$ cat config.mk
export PLATFORM = sky130hd
export DESIGN_NAME = idle_slideshow_sequencer_core
export DESIGN_NICKNAME = d
export VERILOG_FILES = /design/src/rtl/iss_pkg.sv /design/src/rtl/iss_dur_ram.sv /design/src/rtl/iss_alpha_div.sv /design/src/rtl/idle_slideshow_sequencer_core.sv
export SDC_FILE = /design/constraint.sdc
export NUM_CORES = 2
export LEC_CHECK = 0
export ABC_CLOCK_PERIOD_IN_PS = 20200
export BUFFER_PORTS_ARGS = -buffer_cell sky130_fd_sc_hd__buf_4
export CAP_MARGIN = 20
export CELL_PAD_IN_SITES_DETAIL_PLACEMENT = 0
export CELL_PAD_IN_SITES_GLOBAL_PLACEMENT = 1
export CORE_MARGIN = 10
export CORE_UTILIZATION = 55
export DETAILED_ROUTE_END_ITERATION = 16
export PLACE_DENSITY_LB_ADDON = 0.1
export SLEW_MARGIN = 20
export SYNTH_ARGS = -nofsm -noshare
export SYNTH_HDL_FRONTEND = slang
export SYNTH_SLANG_ARGS = --single-unit
$ cat constraint.sdc
create_clock -name clk_i -period 20.2 [get_ports clk_i]
set_input_delay 1.01 -clock clk_i [delete_from_list [all_inputs] [get_ports clk_i]]
set_output_delay 1.01 -clock clk_i [all_outputs]
set_load 0.05 [all_outputs]
$ cat src/rtl/iss_pkg.sv
// Shared types and constants for the idle slideshow sequencer.
// No dependencies.
package iss_pkg;

  localparam int unsigned TIME_W    = 48;
  localparam int unsigned MS_W      = 32;
  localparam int unsigned COUNT_W   = 4;
  localparam int unsigned RAW_W     = COUNT_W + 1;
  localparam int unsigned SLIDE_W   = 3;
  localparam int unsigned ALPHA_W   = 8;
  localparam int unsigned CFG_IDX_W = 2;
  localparam int unsigned DIV_STEPS = ALPHA_W;
  localparam int unsigned DIV_CNT_W = 4;

  localparam logic [MS_W-1:0]    IDLE_MS_RST     = 32'd60000;
  localparam logic [MS_W-1:0]    FADE_MS_RST     = 32'd500;
  localparam logic [COUNT_W-1:0] SLIDE_COUNT_RST = 4'd0;

  typedef enum logic [2:0] {
    OP_TICK     = 3'd0,
    OP_ACTIVITY = 3'd1,
    OP_NEXT     = 3'd2,
    OP_PREV     = 3'd3,
    OP_PAUSE    = 3'd4,
    OP_LOAD     = 3'd5
  } iss_op_e;

  typedef enum logic [CFG_IDX_W-1:0] {
    CFG_IDLE_MS     = 2'd0,
    CFG_FADE_MS     = 2'd1,
    CFG_SLIDE_COUNT = 2'd2
  } iss_cfg_e;

  typedef enum logic [3:0] {
    S_IDLE,
    S_RD,
    S_UPD,
    S_WRAP,
    S_TIME,
    S_NUM,
    S_NUM2,
    S_DSTART,
    S_DIV,
    S_OUT
  } iss_state_e;

  typedef struct packed {
    logic               done;
    logic [ALPHA_W-1:0] quot;
  } iss_div_res_t;

endpackage

$ cat src/rtl/iss_dur_ram.sv
// Slide duration memory: one write port, one registered read port.
// Depends on iss_pkg for the data width.
module iss_dur_ram
  import iss_pkg::*;
#(
  parameter int unsigned DEPTH = 8,
  parameter int unsigned AW    = 3
) (
  input  logic            clk_i,
  input  logic            we_i,
  input  logic [AW-1:0]   waddr_i,
  input  logic [MS_W-1:0] wdata_i,
  input  logic            re_i,
  input  logic [AW-1:0]   raddr_i,
  output logic [MS_W-1:0] rdata_o
);

  logic [MS_W-1:0] mem [DEPTH];
  logic [MS_W-1:0] rdata_q;

  always_ff @(posedge clk_i) begin
    if (we_i) begin
      mem[waddr_i] <= wdata_i;
    end
  end

  always_ff @(posedge clk_i) begin
    if (re_i) begin
      rdata_q <= mem[raddr_i];
    end
  end

  assign rdata_o = rdata_q;

endmodule

$ cat src/rtl/iss_alpha_div.sv
// Serial restoring divider for the dim alpha: floor(255*x/f), one quotient bit per cycle.
// Depends on iss_pkg; requires x <= f and f held stable while busy.
module iss_alpha_div
  import iss_pkg::*;
(
  input  logic            clk_i,
  input  logic            rst_ni,
  input  logic            start_i,
  input  logic [MS_W-1:0] x_i,
  input  logic [MS_W-1:0] f_i,
  output iss_div_res_t    res_o
);

  localparam int unsigned PROD_W = MS_W + ALPHA_W;

  logic                 busy_q, busy_d;
  logic                 done_q, done_d;
  logic [DIV_CNT_W-1:0] cnt_q, cnt_d;
  logic [MS_W-1:0]      rem_q, rem_d;
  logic [ALPHA_W-1:0]   low_q, low_d;
  logic [ALPHA_W-1:0]   quot_q, quot_d;

  logic [PROD_W-1:0]    prod;
  logic [MS_W:0]        trial;
  logic [MS_W:0]        diff;
  logic                 ge;

  assign prod  = {x_i, {ALPHA_W{1'b0}}} - PROD_W'(x_i);
  assign trial = {rem_q, low_q[ALPHA_W-1]};
  assign diff  = trial - {1'b0, f_i};
  assign ge    = trial >= {1'b0, f_i};

  always_comb begin
    busy_d = busy_q;
    done_d = 1'b0;
    cnt_d  = cnt_q;
    rem_d  = rem_q;
    low_d  = low_q;
    quot_d = quot_q;
    if (start_i) begin
      busy_d = 1'b1;
      cnt_d  = DIV_CNT_W'(DIV_STEPS);
      rem_d  = prod[PROD_W-1:ALPHA_W];
      low_d  = prod[ALPHA_W-1:0];
      quot_d = '0;
    end else if (busy_q) begin
      rem_d  = ge ? diff[MS_W-1:0] : trial[MS_W-1:0];
      low_d  = {low_q[ALPHA_W-2:0], 1'b0};
      quot_d = {quot_q[ALPHA_W-2:0], ge};
      cnt_d  = cnt_q - 1'b1;
      if (cnt_q == DIV_CNT_W'(1)) begin
        busy_d = 1'b0;
        done_d = 1'b1;
      end
    end
  end

  always_ff @(posedge clk_i or negedge rst_ni) begin
    if (!rst_ni) begin
      busy_q <= 1'b0;
      done_q <= 1'b0;
      cnt_q  <= '0;
    end else begin
      busy_q <= busy_d;
      done_q <= done_d;
      cnt_q  <= cnt_d;
    end
  end

  always_ff @(posedge clk_i) begin
    rem_q  <= rem_d;
    low_q  <= low_d;
    quot_q <= quot_d;
  end

  assign res_o.done = done_q;
  assign res_o.quot = quot_q;

endmodule

$ cat src/rtl/idle_slideshow_sequencer_core.sv
// Idle slideshow sequencer, top level.
// Depends on iss_pkg, iss_dur_ram and iss_alpha_div.
//
// Input channel (in_valid_i/in_ready_o) carries one event per transfer: tick,
// activity, next, previous, pause toggle or duration load. Each event gives
// exactly one result on the output channel (out_valid_o/out_ready_i) with
// visibility, slide index, pause flag and dim alpha.
// Configuration (cfg_valid_i/cfg_ready_o) writes idle_ms, fade_ms or
// slide_count by index; cfg_ready_o is always high. Write only while idle.
// Sequence: after the input transfer an event passes the states RD, UPD,
// WRAP while the slide index wraps (one subtract of the slide count per
// cycle), TIME, NUM, NUM2, DSTART, DIV and OUT, where the result is
// registered. The alpha divider gives one quotient bit per cycle.
// Throughput: one event at a time, taken the cycle after the result is set.
// Reset: defaults (idle 60000 ms, fade 500 ms, no slides), show hidden at
// slide 0. The duration table is not cleared; load an entry before it is shown.
// Stall: the result register holds while out_ready_i is low; the next event
// may be taken, but its result waits until the held one has transferred.
module idle_slideshow_sequencer_core
  import iss_pkg::*;
#(
  parameter int unsigned MAX_SLIDES = 8
) (
  input  logic                 clk_i,
  input  logic                 rst_ni,
  input  logic                 cfg_valid_i,
  output logic                 cfg_ready_o,
  input  logic [CFG_IDX_W-1:0] cfg_index_i,
  input  logic [MS_W-1:0]      cfg_data_i,
  input  logic                 in_valid_i,
  output logic                 in_ready_o,
  input  logic [2:0]           op_i,
  input  logic                 attract_i,
  input  logic [TIME_W-1:0]    now_ms_i,
  input  logic [SLIDE_W-1:0]   slide_number_i,
  input  logic [MS_W-1:0]      duration_value_i,
  output logic                 out_valid_o,
  input  logic                 out_ready_i,
  output logic                 visible_o,
  output logic [SLIDE_W-1:0]   current_slide_o,
  output logic                 held_o,
  output logic [ALPHA_W-1:0]   dim_alpha_o
);

  localparam int unsigned PTR_W = (MAX_SLIDES > 1) ? $clog2(MAX_SLIDES) : 1;

  iss_state_e state_q, state_d;

  // configuration
  logic [MS_W-1:0]    idle_ms_q, fade_ms_q;
  logic [COUNT_W-1:0] slide_count_q;
  logic [COUNT_W-1:0] n_act;

  // captured event
  iss_op_e            op_q;
  logic               attract_q;
  logic [TIME_W-1:0]  now_q;
  logic [SLIDE_W-1:0] num_q;
  logic [MS_W-1:0]    dur_q;

  // sequencer state
  logic               shown_q, shown_d;
  logic               paused_q, paused_d;
  logic               running_q, running_d;
  logic [PTR_W-1:0]   ptr_q, ptr_d;
  logic [TIME_W-1:0]  last_act_q, last_act_d;
  logic [TIME_W-1:0]  start_q, start_d;

  // work registers
  logic [TIME_W-1:0]  dact_q, dslide_q, t_q;
  logic [RAW_W-1:0]   raw_q, raw_d;
  logic [MS_W-1:0]    ax_q, bx_q, r_q;
  logic               bok_q;
  logic               need_wrap, wrap_done;
  logic [MS_W-1:0]    div_x;

  // result register
  logic               out_valid_q;
  logic               vis_q, held_q;
  logic [SLIDE_W-1:0] cur_q;
  logic [ALPHA_W-1:0] alpha_q;

  // memory and divider
  logic               ram_we, ram_re;
  logic [PTR_W-1:0]   ram_waddr, ram_raddr;
  logic [MS_W-1:0]    ram_rdata;
  logic               div_start;
  iss_div_res_t       div_res;
  logic               in_xfer, out_free, out_load;

  assign cfg_ready_o = 1'b1;
  assign in_xfer     = in_valid_i && in_ready_o;
  assign out_free    = !out_valid_q || out_ready_i;

  assign n_act = (32'(slide_count_q) > 32'(MAX_SLIDES)) ? COUNT_W'(MAX_SLIDES)
                                                        : slide_count_q;

  assign wrap_done = raw_q < {1'b0, n_act};

  always_ff @(posedge clk_i or negedge rst_ni) begin
    if (!rst_ni) begin
      idle_ms_q     <= IDLE_MS_RST;
      fade_ms_q     <= FADE_MS_RST;
      slide_count_q <= SLIDE_COUNT_RST;
    end else if (cfg_valid_i && cfg_ready_o) begin
      case (iss_cfg_e'(cfg_index_i))
        CFG_IDLE_MS:     idle_ms_q     <= cfg_data_i;
        CFG_FADE_MS:     fade_ms_q     <= cfg_data_i;
        CFG_SLIDE_COUNT: slide_count_q <= cfg_data_i[COUNT_W-1:0];
        default: ;
      endcase
    end
  end

  // next state
  always_comb begin
    state_d = state_q;
    case (state_q)
      S_IDLE:   if (in_valid_i) state_d = S_RD;
      S_RD:     state_d = S_UPD;
      S_UPD:    state_d = need_wrap ? S_WRAP : S_TIME;
      S_WRAP:   if (wrap_done) state_d = S_TIME;
      S_TIME:   state_d = S_NUM;
      S_NUM:    state_d = S_NUM2;
      S_NUM2:   state_d = S_DSTART;
      S_DSTART: state_d = S_DIV;
      S_DIV:    if (div_res.done) state_d = S_OUT;
      S_OUT:    if (out_free) state_d = S_IDLE;
      default:  state_d = S_IDLE;
    endcase
  end

  // FSM outputs
  always_comb begin
    in_ready_o = 1'b0;
    ram_re     = 1'b0;
    div_start  = 1'b0;
    out_load   = 1'b0;
    case (state_q)
      S_IDLE:   begin
        in_ready_o = 1'b1;
        ram_re     = in_valid_i;
      end
      S_UPD:    ram_re = !need_wrap;
      S_WRAP:   ram_re = wrap_done;
      S_DSTART: div_start = 1'b1;
      S_OUT:    out_load = out_free;
      default: ;
    endcase
  end

  always_comb begin
    case (state_q)
      S_WRAP:  ram_raddr = PTR_W'(raw_q);
      S_UPD:   ram_raddr = ptr_d;
      default: ram_raddr = ptr_q;
    endcase
  end

  assign ram_we    = (state_q == S_UPD) && (op_q == OP_LOAD) &&
                     (32'(num_q) < 32'(MAX_SLIDES));
  assign ram_waddr = PTR_W'(num_q);

  // state update
  always_comb begin
    shown_d    = shown_q;
    paused_d   = paused_q;
    running_d  = running_q;
    ptr_d      = ptr_q;
    last_act_d = last_act_q;
    start_d    = start_q;
    raw_d      = raw_q;
    need_wrap  = 1'b0;
    if (state_q == S_UPD) begin
      case (op_q)
        OP_TICK: begin
          if (!attract_q) begin
            running_d  = 1'b1;
            last_act_d = now_q;
            shown_d    = 1'b0;
            ptr_d      = '0;
            paused_d   = 1'b0;
          end else if (n_act != '0) begin
            if (!running_q) begin
              running_d  = 1'b1;
              last_act_d = now_q;
            end else if (!shown_q) begin
              if (dact_q >= TIME_W'(idle_ms_q)) begin
                shown_d = 1'b1;
                ptr_d   = '0;
                start_d = now_q;
              end
            end else if (!paused_q) begin
              if (dslide_q >= TIME_W'(ram_rdata)) begin
                raw_d     = RAW_W'(ptr_q) + RAW_W'(1);
                need_wrap = 1'b1;
                start_d   = now_q;
              end
            end
          end
        end
        OP_ACTIVITY: begin
          running_d  = 1'b1;
          last_act_d = now_q;
          if (shown_q) begin
            shown_d  = 1'b0;
            ptr_d    = '0;
            paused_d = 1'b0;
          end
        end
        OP_NEXT, OP_PREV: begin
          if (n_act != '0) begin
            running_d = 1'b1;
            shown_d   = 1'b1;
            start_d   = now_q;
            if (shown_q) begin
              raw_d     = (op_q == OP_NEXT) ? RAW_W'(ptr_q) + RAW_W'(1)
                                            : RAW_W'(ptr_q) + RAW_W'(n_act) - RAW_W'(1);
              need_wrap = 1'b1;
            end else begin
              ptr_d = '0;
            end
          end
        end
        OP_PAUSE: begin
          if (shown_q) paused_d = !paused_q;
        end
        OP_LOAD: begin
          ptr_d   = '0;
          shown_d = 1'b0;
        end
        default: ;
      endcase
    end else if (state_q == S_WRAP) begin
      if (wrap_done) begin
        ptr_d = PTR_W'(raw_q);
      end else begin
        raw_d = raw_q - RAW_W'(n_act);
      end
    end
  end

  always_ff @(posedge clk_i or negedge rst_ni) begin
    if (!rst_ni) begin
      state_q     <= S_IDLE;
      shown_q     <= 1'b0;
      paused_q    <= 1'b0;
      running_q   <= 1'b0;
      ptr_q       <= '0;
      last_act_q  <= '0;
      start_q     <= '0;
      out_valid_q <= 1'b0;
    end else begin
      state_q    <= state_d;
      shown_q    <= shown_d;
      paused_q   <= paused_d;
      running_q  <= running_d;
      ptr_q      <= ptr_d;
      last_act_q <= last_act_d;
      start_q    <= start_d;
      if (out_load) begin
        out_valid_q <= 1'b1;
      end else if (out_ready_i) begin
        out_valid_q <= 1'b0;
      end
    end
  end

  // payload and work registers
  always_ff @(posedge clk_i) begin
    if (in_xfer) begin
      op_q      <= iss_op_e'(op_i);
      attract_q <= attract_i;
      now_q     <= now_ms_i;
      num_q     <= slide_number_i;
      dur_q     <= duration_value_i;
    end
    raw_q <= raw_d;
    if (state_q == S_RD) begin
      dact_q   <= now_q - last_act_q;
      dslide_q <= now_q - start_q;
    end
    if (state_q == S_TIME) begin
      t_q <= now_q - start_q;
    end
    if (state_q == S_NUM) begin
      ax_q  <= (t_q < TIME_W'(fade_ms_q)) ? fade_ms_q - t_q[MS_W-1:0] : '0;
      bok_q <= !paused_q && (ram_rdata != '0) && (t_q < TIME_W'(ram_rdata));
      r_q   <= ram_rdata - t_q[MS_W-1:0];
    end
    if (state_q == S_NUM2) begin
      bx_q <= (bok_q && (r_q < fade_ms_q)) ? fade_ms_q - r_q : '0;
    end
    if (out_load) begin
      vis_q   <= shown_q;
      cur_q   <= SLIDE_W'(ptr_q);
      held_q  <= paused_q;
      alpha_q <= (shown_q && (fade_ms_q != '0)) ? div_res.quot : '0;
    end
  end

  assign div_x = (ax_q > bx_q) ? ax_q : bx_q;

  iss_dur_ram #(
    .DEPTH (MAX_SLIDES),
    .AW    (PTR_W)
  ) u_dur_ram (
    .clk_i   (clk_i),
    .we_i    (ram_we),
    .waddr_i (ram_waddr),
    .wdata_i (dur_q),
    .re_i    (ram_re),
    .raddr_i (ram_raddr),
    .rdata_o (ram_rdata)
  );

  iss_alpha_div u_alpha_div (
    .clk_i   (clk_i),
    .rst_ni  (rst_ni),
    .start_i (div_start),
    .x_i     (div_x),
    .f_i     (fade_ms_q),
    .res_o   (div_res)
  );

  assign out_valid_o     = out_valid_q;
  assign visible_o       = vis_q;
  assign current_slide_o = cur_q;
  assign held_o          = held_q;
  assign dim_alpha_o     = alpha_q;

endmodule

==> run_results.csv <==
group,metric,value,unit
synth,async_flop_share,0.2097,
cells_and_area,drive_above_1_share,0.1235,
route,drc,0,
setup_path,r2r_setup_slack,13.81,ns
route,postRouteAntennaNets,0,
global_route,grt_pass1_vias,32085,
setup_path,worst_r2r_startpoint,"ax_q[7]",
timing,slew_viol_final,0,
synth,synth_nets,4833,
power,ir_drop,0.07890,mV
die,initial_core_util,0.5560,
global_route,grt_pass1_wl,190100,um
die,num_rows,108,
clock_network,cts_made_buffers,92,
place,dp_cells,5492,
timing,finClkSkew,0.04924,ns
clock_network,insertion_delay,0.69,ns
die,io_pins,142,
cells_and_area,area_delta_synth_final,11.34,%
power,pwr-share-seq,0.476,
setup_path,path_cells,"ha_1 -> nand4_1 -> nor4_1 -> nand2_1 -> nor4b_1 -> a311oi_4 -> buf_4 -> mux2i_1 -> inv_1 -> ha_1 -> a21o_1 -> a21o_1 -> a21oi_1 -> nand2_1 -> o21a_1 -> a221oi_1 -> o2111ai_1 -> a31oi_1 -> nand3_1 -> xnor2_1 -> a21oi_1",
cells_and_area,stdcell_count,5665,
timing,timing.slew.headroom,0.2417,
synth,synthCells,4281,
cells_and_area,fillers,7052,
power,leakagePower,0.02152,uW
synth,seq_area_frac_synth,0.5148,
setup_path,crit_cells,21,
synth,netlist_top_cells_area,"edfxtp_1, ha_1, dfrtp_1",
timing,layout_setup_ws,13.81,ns
synth,synth_edf_count,674,
timing,finalSetupViolations,0,
place,pre_cts_ws,13.79,ns
route,vias,32894,
global_route,antenna_found_initial,1,
die,dieArea,100400,um2
timing,finalCriticalPeriod,6.392,ns
power,p_per_area,77.19,nW/um2
route,drt_iter0_markers,2413,
route,routed_wirelength,123900,um
synth,ys.flop_type,"edfxtp_1",
synth,synth_cell_type_count,86,
clock_network,cts_tree,"done",
clock_network,clk_pin_slew,0.06,ns
power,power_frac_clock,0.410,
timing,hold_viol,0,
route,firstDrtPassIters,5,
clock_network,cts_setup_buffers,0,
setup_path,critPathCaptureType,"flip-flop",
global_route,overflow,0,
setup_path,reg2regPathDepth,21,
power,combPwrFrac,0.114,
synth,avgSynthCellArea,11.32,um2
clock_network,cts.path.max_buffers,3,
status,status,"finished, final reports clean",
global_route,grt_use_total,0.2448,
setup_path,slowest_delay,0.72,ns
route,wl_per_cell,21.87,um
timing,max_slew.worst_pin.slew,1.138,ns
clock_network,cts_resized,0,
place,io_buffers,140,
route,vias_per_cell,5.807,
setup_path,crit_path_max_fanout,32,
global_route,grt_max_degree,80,
cells_and_area,final_common_cell,"edfxtp_1",
clock_network,root_buffer,"clkbuf_16",
synth,yosys_warnings,0,
setup_path,worstSetupPathType,"flip-flop to flip-flop",
cells_and_area,antenna_cells,0,
timing,post-route-period-util,0.3164,
setup_path,r2r_end,"u_alpha_div.rem_q[29]",
clock_network,cts_hold_buffers,0,
die,die_w,316.8,um
setup_path,critPathBufInv,2,
synth,synth_top_area_frac,0.4177,
setup_path,critPathCapture,"u_alpha_div.rem_q[29]",
place,hpwl,92480,um
power,p_sw_frac,0.2521,
synth,synth_area,48460,um2
setup_path,crit_required,20.58,ns
power,p_int,3115,uW
clock_network,h-tree-depth,3,
timing,rsz0062_at_grt,"no",
flow_run,drv_cap,0,
setup_path,arrival,6.77,ns
die,fp.dieH,316.8,um
synth,ys_seq_elements,863,
timing,max_freq,0.1565,GHz
synth,yosys.area.top_type,"edfxtp_1",
setup_path,cp-startpoint,"ax_q[7]",
die,core-area,87160,um2
cells_and_area,nNetsFinal,4983,
power,switching_power,1050,uW
setup_path,start_kind,"flip-flop",
clock_network,clkSinkCount,863,
timing,setup_tns,0,ns
setup_path,cp_slowest_cell,"nor4_1",
cells_and_area,final_cell_mix,"edfxtp_1, ha_1, inv_1",
hold_path,hold_class,"input pin to asynchronous set/reset pin",
setup_path,cp_top_family,"compound AO/OA/AOI/OAI gates",
place,place_congestion,0.9027,
[per-stage QoR]
stage | util | hold slack, ns | total power [uW] | cell area (um2)
final | 0.6190 | 0.3426 | 4165 | 53950
after global routing | 0.6190 | 0.3647 | 4321 | 53950
after CTS | 0.6190 | 0.3358 | 4194 | 53950
after detailed placement | 0.5835 | 0.4834 | 2486 | 50860
after global placement | 0.5835 | 0.4749 | 2481 | 50860
after floorplan | - | 0.4231 | 2325 | 48460
[worst register-to-register path, stage by stage (launching register included)]
cell and delay, ns:
edfxtp_1 0.44, ha_1 0.35, nand4_1 0.16, nor4_1 0.72, nand2_1 0.22, nor4b_1 0.22, a311oi_4 0.22, buf_4 0.41
mux2i_1 0.41, inv_1 0.10, ha_1 0.41, a21o_1 0.21, a21o_1 0.16, a21oi_1 0.17, nand2_1 0.13, o21a_1 0.21
a221oi_1 0.58, o2111ai_1 0.23, a31oi_1 0.36, nand3_1 0.15, xnor2_1 0.17, a21oi_1 0.08
[registers in the layout, summed over array words and instances (netlist names), 48 cells and up, named ones only]
register	cells
now_q	48
dact_q	48
start_q	48
dslide_q	48
last_act_q	48
t_q	48
u_dur_ram.mem	256
[cells by family after synthesis]
logic type,share of synthesized area
compound gates,0.1391
xor+xnor,0.04085
fa+ha+maj,0.1112
buf+inv,0.04087
flops,0.5148
mux,0.05978
other cells,0.00007739
simple gates,0.09332
[power groups by stage]
| stage | combinational (uW) | clock (uW) | sequential (uW) |
|---|---|---|---|
| global route | 530 | 1810 | 1980 |
| CTS | 472 | 1740 | 1980 |
| floorplan | 336 | 0 | 1990 |
| finish | 475 | 1710 | 1980 |
| global placement | 463 | 0 | 2020 |
| detailed placement | 468 | 0 | 2020 |
[routing by layer]
layer,wire [um],global-route usage
met2,58530,0.4044
met4,3592,0.07119
met5,12,0
met3,5812,0.03246
met1,55960,0.3354
[how the worst min path moves through the flow]
stage,to,slack (ns),cells past startpoint
after global placement,last_act_q[0],0.47,2
after floorplan,visible_o,0.42,0
final,start_q[46],0.34,1
after detailed placement,last_act_q[0],0.48,2
after global routing,last_act_q[45],0.36,1
after CTS,start_q[31],0.34,1
[synthesized netlist by cell type (all sizes together) (9+ instances only)]
library cell and number:
a2111oi 9, a211o 11, a211oi 46, a21boi 10, a21o 162, a21oi 277, a221oi 38, a22o 9
a311oi 9, a31oi 27, and2 10, and3 27, buf 34, clkbuf 85, dfrtp 168, dfstp 13
edfxtp 674, ha 418, inv 399, mux2 168, mux2i 100, nand2 244, nand2b 62, nand3 48
nand4 65, nor2 249, nor2b 54, nor3 61, nor3b 15, nor4 44, o211ai 20, o21a 45
o21ai 254, o21bai 26, o22ai 35, o31ai 12, or2 12, or3 14, xnor2 147, xor2 79
[cell type report]
type | count | area [um2] | share of cell area
clock inverter | 64 | 644.4 | 0.01194
clock buffer | 109 | 2449 | 0.04539
multi-input combinational | 2900 | 21650 | 0.4013
timing repair buffer | 175 | 1320 | 0.02447
tap | 1155 | 1445 | 0.02679
sequential | 863 | 24950 | 0.4624
inverter | 399 | 1498 | 0.02776
No activity file was read; power rests on OpenSTA's default activity.
